--- src/ufpp_pkg.sv ---
// Shared types, constants and codes for the USB feedback packet pacer.
`timescale 1ns / 1ps
package ufpp_pkg;

  // Fixed-point layout of the rate estimate and fraction accumulator.
  localparam int FRAC_BITS   = 16;
  localparam int EST_W       = 27;
  localparam int NOM_W       = 26;
  localparam int BPF_W       = 7;
  localparam int MPB_W       = 16;
  localparam int SUM_W       = EST_W + 1;
  localparam int SMP_W       = SUM_W - FRAC_BITS;
  localparam int BYTES_W     = SMP_W + BPF_W;
  localparam int OUT_SMP_W   = 11;
  localparam int OUT_BYTES_W = 17;
  localparam int AVAIL_W     = 17;
  localparam int CMD_W       = 2;
  localparam int FB_DATA_W   = 32;
  localparam int FB_LEN_W    = 3;
  localparam int STATUS_W    = 3;
  localparam int SAMPLES_MAX = 2047;

  // Realignment of feedback values to FRAC_BITS fraction bits.
  localparam int HS_SHL = (FRAC_BITS >= 16) ? FRAC_BITS - 16 : 0;
  localparam int HS_SHR = (FRAC_BITS >= 16) ? 0 : 16 - FRAC_BITS;
  localparam int FS_SHL = (FRAC_BITS >= 14) ? FRAC_BITS - 14 : 0;
  localparam int FS_SHR = (FRAC_BITS >= 14) ? 0 : 14 - FRAC_BITS;
  localparam int MEAS_W = FB_DATA_W + FS_SHL;

  // Configuration port.
  localparam int CFG_IDX_W  = 2;
  localparam int CFG_DATA_W = NOM_W;

  localparam logic [CFG_IDX_W-1:0] CFG_NOMINAL_RATE    = 2'd0;
  localparam logic [CFG_IDX_W-1:0] CFG_HIGH_SPEED_MODE = 2'd1;
  localparam logic [CFG_IDX_W-1:0] CFG_FRAME_SIZE      = 2'd2;
  localparam logic [CFG_IDX_W-1:0] CFG_MAX_PACKET      = 2'd3;

  localparam logic [NOM_W-1:0] NOM_RESET = 26'd3145728;
  localparam logic [EST_W-1:0] EST_RESET = 27'd3145728;
  localparam logic [BPF_W-1:0] BPF_RESET = 7'd4;
  localparam logic [MPB_W-1:0] MPB_RESET = 16'd192;

  // Commands.
  localparam logic [CMD_W-1:0] CMD_PACKET   = 2'd0;
  localparam logic [CMD_W-1:0] CMD_FEEDBACK = 2'd1;
  localparam logic [CMD_W-1:0] CMD_RESTART  = 2'd2;

  // Result status codes.
  localparam logic [STATUS_W-1:0] ST_OK         = 3'd0;
  localparam logic [STATUS_W-1:0] ST_OVERSIZE   = 3'd1;
  localparam logic [STATUS_W-1:0] ST_SHORT      = 3'd2;
  localparam logic [STATUS_W-1:0] ST_FB_APPLIED = 3'd3;
  localparam logic [STATUS_W-1:0] ST_FB_IGNORED = 3'd4;
  localparam logic [STATUS_W-1:0] ST_RESTARTED  = 3'd5;

  typedef struct packed {
    logic [NOM_W-1:0] nominal_rate;
    logic             high_speed_mode;
    logic [BPF_W-1:0] frame_size;
    logic [MPB_W-1:0] max_packet_len;
  } cfg_t;

  typedef struct packed {
    logic [FRAC_BITS-1:0] fraction_accumulator;
    logic [EST_W-1:0]     rate_estimate;
  } state_t;

  typedef struct packed {
    logic [CMD_W-1:0]     command;
    logic [FB_DATA_W-1:0] feedback_data;
    logic [FB_LEN_W-1:0]  feedback_length;
    logic [AVAIL_W-1:0]   available_bytes;
  } item_t;

  typedef struct packed {
    logic [OUT_SMP_W-1:0]   packet_samples;
    logic [OUT_BYTES_W-1:0] packet_len;
    logic [STATUS_W-1:0]    status;
    logic [EST_W-1:0]       rate_estimate_out;
  } result_t;

endpackage

--- src/ufpp_step.sv ---
// Single-pass pacing step: one command against the current pacing state.
`timescale 1ns / 1ps
module ufpp_step (
  input  ufpp_pkg::cfg_t    cfg,
  input  ufpp_pkg::state_t  state,
  input  ufpp_pkg::item_t   item,
  output ufpp_pkg::state_t  state_nxt,
  output ufpp_pkg::result_t result
);

  // packet path
  logic [ufpp_pkg::SUM_W-1:0]   sum;
  logic [ufpp_pkg::SMP_W-1:0]   samples_raw;
  logic [ufpp_pkg::SMP_W-1:0]   samples;
  logic [ufpp_pkg::BYTES_W-1:0] bytes;
  logic                         oversize;
  logic                         short_in;

  // feedback path
  logic                          use_hs;
  logic [ufpp_pkg::MEAS_W-1:0]   meas_hs;
  logic [ufpp_pkg::MEAS_W-1:0]   meas_fs;
  logic [ufpp_pkg::MEAS_W-1:0]   measured;
  logic [ufpp_pkg::EST_W-1:0]    nom_ext;
  logic [ufpp_pkg::EST_W-1:0]    slack;
  logic [ufpp_pkg::EST_W-1:0]    lo;
  logic [ufpp_pkg::EST_W-1:0]    hi;
  logic [ufpp_pkg::EST_W-1:0]    clamped;
  logic [ufpp_pkg::EST_W+2:0]    blend;

  always_comb begin
    sum = {1'b0, state.rate_estimate} +
          ufpp_pkg::SUM_W'(state.fraction_accumulator);
    samples_raw = sum[ufpp_pkg::SUM_W-1:ufpp_pkg::FRAC_BITS];
    samples = (samples_raw == '0) ? ufpp_pkg::SMP_W'(1) : samples_raw;
    bytes = ufpp_pkg::BYTES_W'(samples) * ufpp_pkg::BYTES_W'(cfg.frame_size);
    oversize = (cfg.frame_size == '0) ||
               (32'(samples) > 32'(ufpp_pkg::SAMPLES_MAX)) ||
               (32'(bytes) > 32'(cfg.max_packet_len));
    short_in = 32'(bytes) > 32'(item.available_bytes);

    // lengths of 4 and above count as 4
    use_hs  = cfg.high_speed_mode && (item.feedback_length >= 3'd4);
    meas_hs = (ufpp_pkg::MEAS_W'(item.feedback_data) << ufpp_pkg::HS_SHL)
              >> ufpp_pkg::HS_SHR;
    meas_fs = (ufpp_pkg::MEAS_W'(item.feedback_data[23:0]) << ufpp_pkg::FS_SHL)
              >> ufpp_pkg::FS_SHR;
    measured = use_hs ? meas_hs : meas_fs;

    nom_ext = ufpp_pkg::EST_W'(cfg.nominal_rate);
    slack   = ufpp_pkg::EST_W'(1) << ufpp_pkg::FRAC_BITS;
    lo      = (nom_ext > slack) ? nom_ext - slack : ufpp_pkg::EST_W'(1);
    hi      = nom_ext + slack;
    if (measured < ufpp_pkg::MEAS_W'(lo)) begin
      clamped = lo;
    end else if (measured > ufpp_pkg::MEAS_W'(hi)) begin
      clamped = hi;
    end else begin
      clamped = measured[ufpp_pkg::EST_W-1:0];
    end
    blend = (ufpp_pkg::EST_W+3)'(state.rate_estimate) * (ufpp_pkg::EST_W+3)'(3) +
            (ufpp_pkg::EST_W+3)'(clamped);

    state_nxt             = state;
    result.packet_samples = '0;
    result.packet_len     = '0;
    result.status         = ufpp_pkg::ST_FB_IGNORED;

    case (item.command)
      ufpp_pkg::CMD_PACKET: begin
        if (oversize) begin
          result.status = ufpp_pkg::ST_OVERSIZE;
        end else if (short_in) begin
          result.status = ufpp_pkg::ST_SHORT;
        end else begin
          state_nxt.fraction_accumulator = sum[ufpp_pkg::FRAC_BITS-1:0];
          result.packet_samples = ufpp_pkg::OUT_SMP_W'(samples);
          result.packet_len     = ufpp_pkg::OUT_BYTES_W'(bytes);
          result.status         = ufpp_pkg::ST_OK;
        end
      end
      ufpp_pkg::CMD_FEEDBACK: begin
        if ((item.feedback_length >= 3'd3) && (measured != '0)) begin
          state_nxt.rate_estimate = blend[ufpp_pkg::EST_W+1:2];
          result.status = ufpp_pkg::ST_FB_APPLIED;
        end
      end
      ufpp_pkg::CMD_RESTART: begin
        state_nxt.fraction_accumulator = '0;
        state_nxt.rate_estimate = nom_ext;
        result.status = ufpp_pkg::ST_RESTARTED;
      end
      default: begin
        result.status = ufpp_pkg::ST_FB_IGNORED;
      end
    endcase

    result.rate_estimate_out = state_nxt.rate_estimate;
  end

endmodule

--- src/usb_feedback_packet_pacer.sv ---
// Top level of the USB feedback packet pacer: config, input stage, state, result stage.
`timescale 1ns / 1ps
//
//  channel  direction  handshake              payload
//  in_      input      in_valid / in_ready    command, feedback_data, feedback_length,
//                                             available_bytes
//  out_     output     out_valid / out_ready  packet_samples, packet_len, status,
//                                             rate_estimate_out
//  cfg_     input      cfg_we (no wait)       cfg_index, cfg_wdata
//
//  Each transaction passes two registers: the input register, then the
//  step logic into the result register. A new transaction is taken every
//  cycle unless a stall has filled both; the pacing state updates as an
//  item moves into the result register, so items are handled strictly in
//  order. A stalled result holds the result register and, behind it, the
//  input register; in_ready drops only when both are full. Reset (synchronous,
//  active low) empties both stages and loads the register and state defaults.
module usb_feedback_packet_pacer (
  input  logic                                 clk,
  input  logic                                 rst_n,

  input  logic                                 cfg_we,
  input  logic [ufpp_pkg::CFG_IDX_W-1:0]       cfg_index,
  input  logic [ufpp_pkg::CFG_DATA_W-1:0]      cfg_wdata,

  input  logic                                 in_valid,
  output logic                                 in_ready,
  input  logic [ufpp_pkg::CMD_W-1:0]           in_command,
  input  logic [ufpp_pkg::FB_DATA_W-1:0]       in_feedback_data,
  input  logic [ufpp_pkg::FB_LEN_W-1:0]        in_feedback_length,
  input  logic [ufpp_pkg::AVAIL_W-1:0]         in_available_bytes,

  output logic                                 out_valid,
  input  logic                                 out_ready,
  output logic [ufpp_pkg::OUT_SMP_W-1:0]       out_packet_samples,
  output logic [ufpp_pkg::OUT_BYTES_W-1:0]     out_packet_len,
  output logic [ufpp_pkg::STATUS_W-1:0]        out_status,
  output logic [ufpp_pkg::EST_W-1:0]           out_rate_estimate_out
);

  ufpp_pkg::cfg_t    cfg_r;
  ufpp_pkg::state_t  state_r;
  ufpp_pkg::state_t  state_nxt;
  ufpp_pkg::item_t   item_r;
  ufpp_pkg::result_t result_r;
  ufpp_pkg::result_t result_nxt;
  logic              item_valid_r;
  logic              out_valid_r;
  logic              advance;
  logic              in_take;

  // Move the held item into the result register when that slot is free or draining.
  assign advance  = item_valid_r && (!out_valid_r || out_ready);
  assign in_ready = !item_valid_r || advance;
  assign in_take  = in_valid && in_ready;

  ufpp_step u_step (
    .cfg       (cfg_r),
    .state     (state_r),
    .item      (item_r),
    .state_nxt (state_nxt),
    .result    (result_nxt)
  );

  // Configuration registers: write on enable, no read-back.
  always_ff @(posedge clk) begin
    if (!rst_n) begin
      cfg_r.nominal_rate     <= ufpp_pkg::NOM_RESET;
      cfg_r.high_speed_mode  <= 1'b0;
      cfg_r.frame_size       <= ufpp_pkg::BPF_RESET;
      cfg_r.max_packet_len   <= ufpp_pkg::MPB_RESET;
    end else if (cfg_we) begin
      case (cfg_index)
        ufpp_pkg::CFG_NOMINAL_RATE:    cfg_r.nominal_rate     <= cfg_wdata;
        ufpp_pkg::CFG_HIGH_SPEED_MODE: cfg_r.high_speed_mode  <= cfg_wdata[0];
        ufpp_pkg::CFG_FRAME_SIZE:
          cfg_r.frame_size <= cfg_wdata[ufpp_pkg::BPF_W-1:0];
        ufpp_pkg::CFG_MAX_PACKET:
          cfg_r.max_packet_len <= cfg_wdata[ufpp_pkg::MPB_W-1:0];
        default: begin
        end
      endcase
    end
  end

  // Pacing state: advance only as an item retires into the result register.
  always_ff @(posedge clk) begin
    if (!rst_n) begin
      state_r.fraction_accumulator <= '0;
      state_r.rate_estimate        <= ufpp_pkg::EST_RESET;
    end else if (advance) begin
      state_r <= state_nxt;
    end
  end

  // Input stage and result stage control.
  always_ff @(posedge clk) begin
    if (!rst_n) begin
      item_valid_r <= 1'b0;
      out_valid_r  <= 1'b0;
    end else begin
      if (in_take) begin
        item_valid_r <= 1'b1;
      end else if (advance) begin
        item_valid_r <= 1'b0;
      end
      if (advance) begin
        out_valid_r <= 1'b1;
      end else if (out_ready) begin
        out_valid_r <= 1'b0;
      end
    end
  end

  // Payload registers carry no reset.
  always_ff @(posedge clk) begin
    if (in_take) begin
      item_r.command         <= in_command;
      item_r.feedback_data   <= in_feedback_data;
      item_r.feedback_length <= in_feedback_length;
      item_r.available_bytes <= in_available_bytes;
    end
    if (advance) begin
      result_r <= result_nxt;
    end
  end

  assign out_valid             = out_valid_r;
  assign out_packet_samples    = result_r.packet_samples;
  assign out_packet_len        = result_r.packet_len;
  assign out_status            = result_r.status;
  assign out_rate_estimate_out = result_r.rate_estimate_out;

endmodule
--- config.mk ---
export PLATFORM = sky130hd
export DESIGN_NAME = usb_feedback_packet_pacer
export DESIGN_NICKNAME = d
export VERILOG_FILES = /design/src/ufpp_pkg.sv /design/src/ufpp_step.sv /design/src/usb_feedback_packet_pacer.sv
export SDC_FILE = /design/constraint.sdc
export NUM_CORES = 1
export LEC_CHECK = 0
export ABC_AREA = 1
export BUFFER_PORTS_ARGS = -buffer_cell sky130_fd_sc_hd__buf_4
export CAP_MARGIN = 20
export CORE_MARGIN = 1
export CORE_UTILIZATION = 55
export DETAILED_ROUTE_END_ITERATION = 7
export PLACE_DENSITY = 0.77
export SYNTH_ARGS = -nofsm -noshare
export SYNTH_HDL_FRONTEND = slang
export SYNTH_SLANG_ARGS = --single-unit
--- constraint.sdc ---
create_clock -name clk -period 16 [get_ports clk]
set_input_delay 0.8 -clock clk [delete_from_list [all_inputs] [get_ports clk]]
set_output_delay 0.8 -clock clk [all_outputs]
set_load 0.03 [all_outputs]
==> impl_metrics.toml <==
[outcome]
status = "complete, no violations"

[synth]
netlist_area_sq_mm = 0.0171
synth.yosys.warnings = 0
async_reset_ff_share_pct = 0
synth.avg_cell_area_sq_um = 7.73
synth_cells = 2216
synth_nets = 2562
synth_edf_count = 112
ys_types = 52
ys_seq_area_share_pct = 30.7
synth_area_leaders = "edfxtp_1 (20%), ha_1 (13%), dfxtp_1 (11%)"
ys_seq_elements = 207
ys.flop_type = "edfxtp_1"
synth_top_area_share_pct = 19.6
synth_top_area_cell = "edfxtp_1"

[power_and_ir_drop]
peakVddDrop_mv = 0.0898
p_seq_share_pct = 32.7
power.share.clock_pct = 30.6
p_int_mw = 1.17
pwr-share-comb_pct = 36.7
powerDensity_mw_per_mm2 = 98.1
p_sw_share_pct = 38.3
p_leak_nw = 9.34
switchingPower_mw = 0.727

[cts]
cts_buffers = 25
h-tree-depth = 1
holdBufCountCts = 0
cts_root_buf = "clkbuf_16"
cts_tree = "done"
ctsResizeCount = 0
clock_tree.buffer_depth = 3
clock-sinks = 207
insertion_delay_ns = 0.55
post-cts-setup-buffers = 0
clkTransAtPathRegs_ns = 0.06

[placement]
port_buffers = 146
hpwl_um = 40400
place_inst = 2704
routabilityCongestion = 1.01
post_dp_cell_area_sq_mm = 0.0185
place_ws_ns = 6.51

[grt]
track_usage_pct = 33.2
met2_usage_pct = 52.2
grt_pass1_wl_um = 81000
met3_usage_pct = 5.12
busiest_layer = "met2"
first_global_vias = 15000
grt-ovfl-total = 0
antenna_found_initial = 0
met1_usage_pct = 46.3
grt_max_degree = 83

[worst_setup_path]
endpoint = "out_packet_samples[9]$_SDFFCE_PP0P_"
crit_top_cell = "nand2_1"
cp-startpoint = "state_r[0]$_SDFFE_PN0P_"
path_max_fanout = 25
worstPathBufferInverterCount = 6
slowest_delay_ns = 0.55
worstSetupEndpointType = "flip-flop"
r2r-end = "out_packet_samples[9]$_SDFFCE_PP0P_"
crit_family = "adder cells"
regToRegSetupSlack_ns = 6.48
startpoint_type = "flip-flop"
critPathSlowestCell = "fa_1"
r2r_cells = 47
cp.depth = 47
r2r-start = "state_r[0]$_SDFFE_PN0P_"
crit_type = "reg -> reg"
worstPathRequired_ns = 16.38
cp.arrival_ns = 9.90

[layout]
nets = 2683
stdcell_area_sq_mm = 0.0194
layout_common_cells = "nand2_1 (375), inv_1 (374), nor2_1 (233), a21oi_1 (207), ha_1 (182)"
synthToLayoutAreaGrowth_pct = 13.1
n_antenna_cell = 0
drive_gt1_share_pct = 10.1
layout_commonest_cell = "nand2_1"
fin_cells = 2752

[floorplan]
fp.coreArea_sq_mm = 0.0306
num_io_pins = 147
die_area_sq_mm = 0.0319
die_width_um = 179
die_h_um = 179
rows = 64
start_util_pct = 56.0

[timing]
hold_ws_ns = 0.426
setup_tns_ns = 0
fmax_ghz = 0.105
finalSetupViolations = 0
fin_ws_ns = 6.48
maxSlewHeadroom_pct = 28.9
finalHoldViolations = 0
worstMarginPinSlew_ns = 1.07
fin_skew_ns = 0.00951
finalMaxSlewViolations = 0
rsz0062_at_grt = "no"
min_period_ns = 9.52
period_share_pct = 59.5

[drt]
drc = 0
wl_per_cell_um = 18.9
drt_iter0_markers = 1502
wl_um = 51900
via_count = 15800
ant_nets = 0
vias_per_cell = 5.75
drtPass1Iterations = 6

[min_path]
whs_path_depth = 1
hold_path_class = "in -> reg"

[run]
drv_cap = 0
## per-stage QoR
step / power, mW / utilization, %
after global placement: 1.30 / 60.5
after detailed placement: 1.31 / 60.5
after global routing: 2.02 / 63.4
after CTS: 1.89 / 63.2
after floorplan: 1.12 / -
final: 1.90 / 63.4
## kinds of logic after synthesis
family / after synthesis / share of synthesized area, %
DFF: 207 / 30.7
AOI/OAI and AO/OA: 494 / 16.4
other: 1 / 0.0219
adders and majority gates: 259 / 22.3
xor gates and xnor gates: 42 / 2.15
buffers and inverters: 455 / 10.3
and+or+nand+nor: 758 / 18.1
## power groups by stage
stage	Sequential, mW	Combinational [mW]	Clock (mW)
3_5_place_dp	0.633	0.678	0
5_1_grt	0.625	0.786	0.607
6_report	0.622	0.698	0.581
3_3_place_gp	0.632	0.665	0
2_1_floorplan	0.643	0.472	0
4_1_cts	0.622	0.683	0.589
## worst reg2reg max path, delay by kind of cell, from the launching register on
family	cells	cell delay [ns]
adders and majority gates	8	2.80
and+or+nand+nor	18	2.41
AOI/OAI and AO/OA	13	2.29
xor gates and xnor gates	2	0.86
buffers and inverters	6	0.60
DFF	1	0.42
## area by class of cell
| class | count | area (sq um) |
|---|---|---|
| multi-input cells | 1554 | 10100 |
| repair buffers | 156 | 1200 |
| flip-flops and latches | 207 | 5270 |
| well taps | 396 | 495 |
| clock buffers | 29 | 672 |
| clock inverters | 17 | 161 |
| inverters | 393 | 1480 |
| fillers | 2695 | 11200 |
## routing by layer
metal  vias up  share of wire [%]  wire length [um]
li1       7588                  -                 -
met1      7409                 43             22100
met2       738                 45             23100
met3        98                9.5              4920
met4         0                3.3              1730
met5         -                  0                 0
## registers in the layout, summed over array words and instances (netlist names)
name                   count
item_valid_r               1
out_packet_samples        11
state_r                   43
out_packet_len            17
item_r                    54
out_rate_estimate_out     27
out_status                 3
out_valid                  1
cfg_r                     50
## worst min path at each step
stage | from | end
CTS | in_feedback_data[20] | item_r[40]$_DFFE_PP_
floorplan | cfg_r[10]$_SDFFE_PN0P_ | cfg_r[10]$_SDFFE_PN0P_
global route | in_feedback_data[23] | item_r[43]$_DFFE_PP_
finish | in_feedback_data[1] | item_r[21]$_DFFE_PP_
global placement | cfg_r[3]$_SDFFE_PN0P_ | cfg_r[3]$_SDFFE_PN0P_
detailed placement | cfg_r[3]$_SDFFE_PN0P_ | cfg_r[3]$_SDFFE_PN0P_
## Yosys cell counts (10+ instances only)
cell / instances
a211oi_1: 24
a21oi_1: 207
a31oi_1: 24
buf_2: 12
clkbuf_1: 39
dfxtp_1: 95
edfxtp_1: 112
fa_1: 77
ha_1: 182
inv_1: 376
inv_2: 13
nand2_1: 375
nand3_1: 81
nand4_1: 18
nor2_1: 233
nor3_1: 17
nor4_1: 14
o21ai_0: 121
o21ai_1: 45
o221ai_1: 16
xnor2_1: 10
xor2_1: 32
Power figures use the tool's default switching activity.
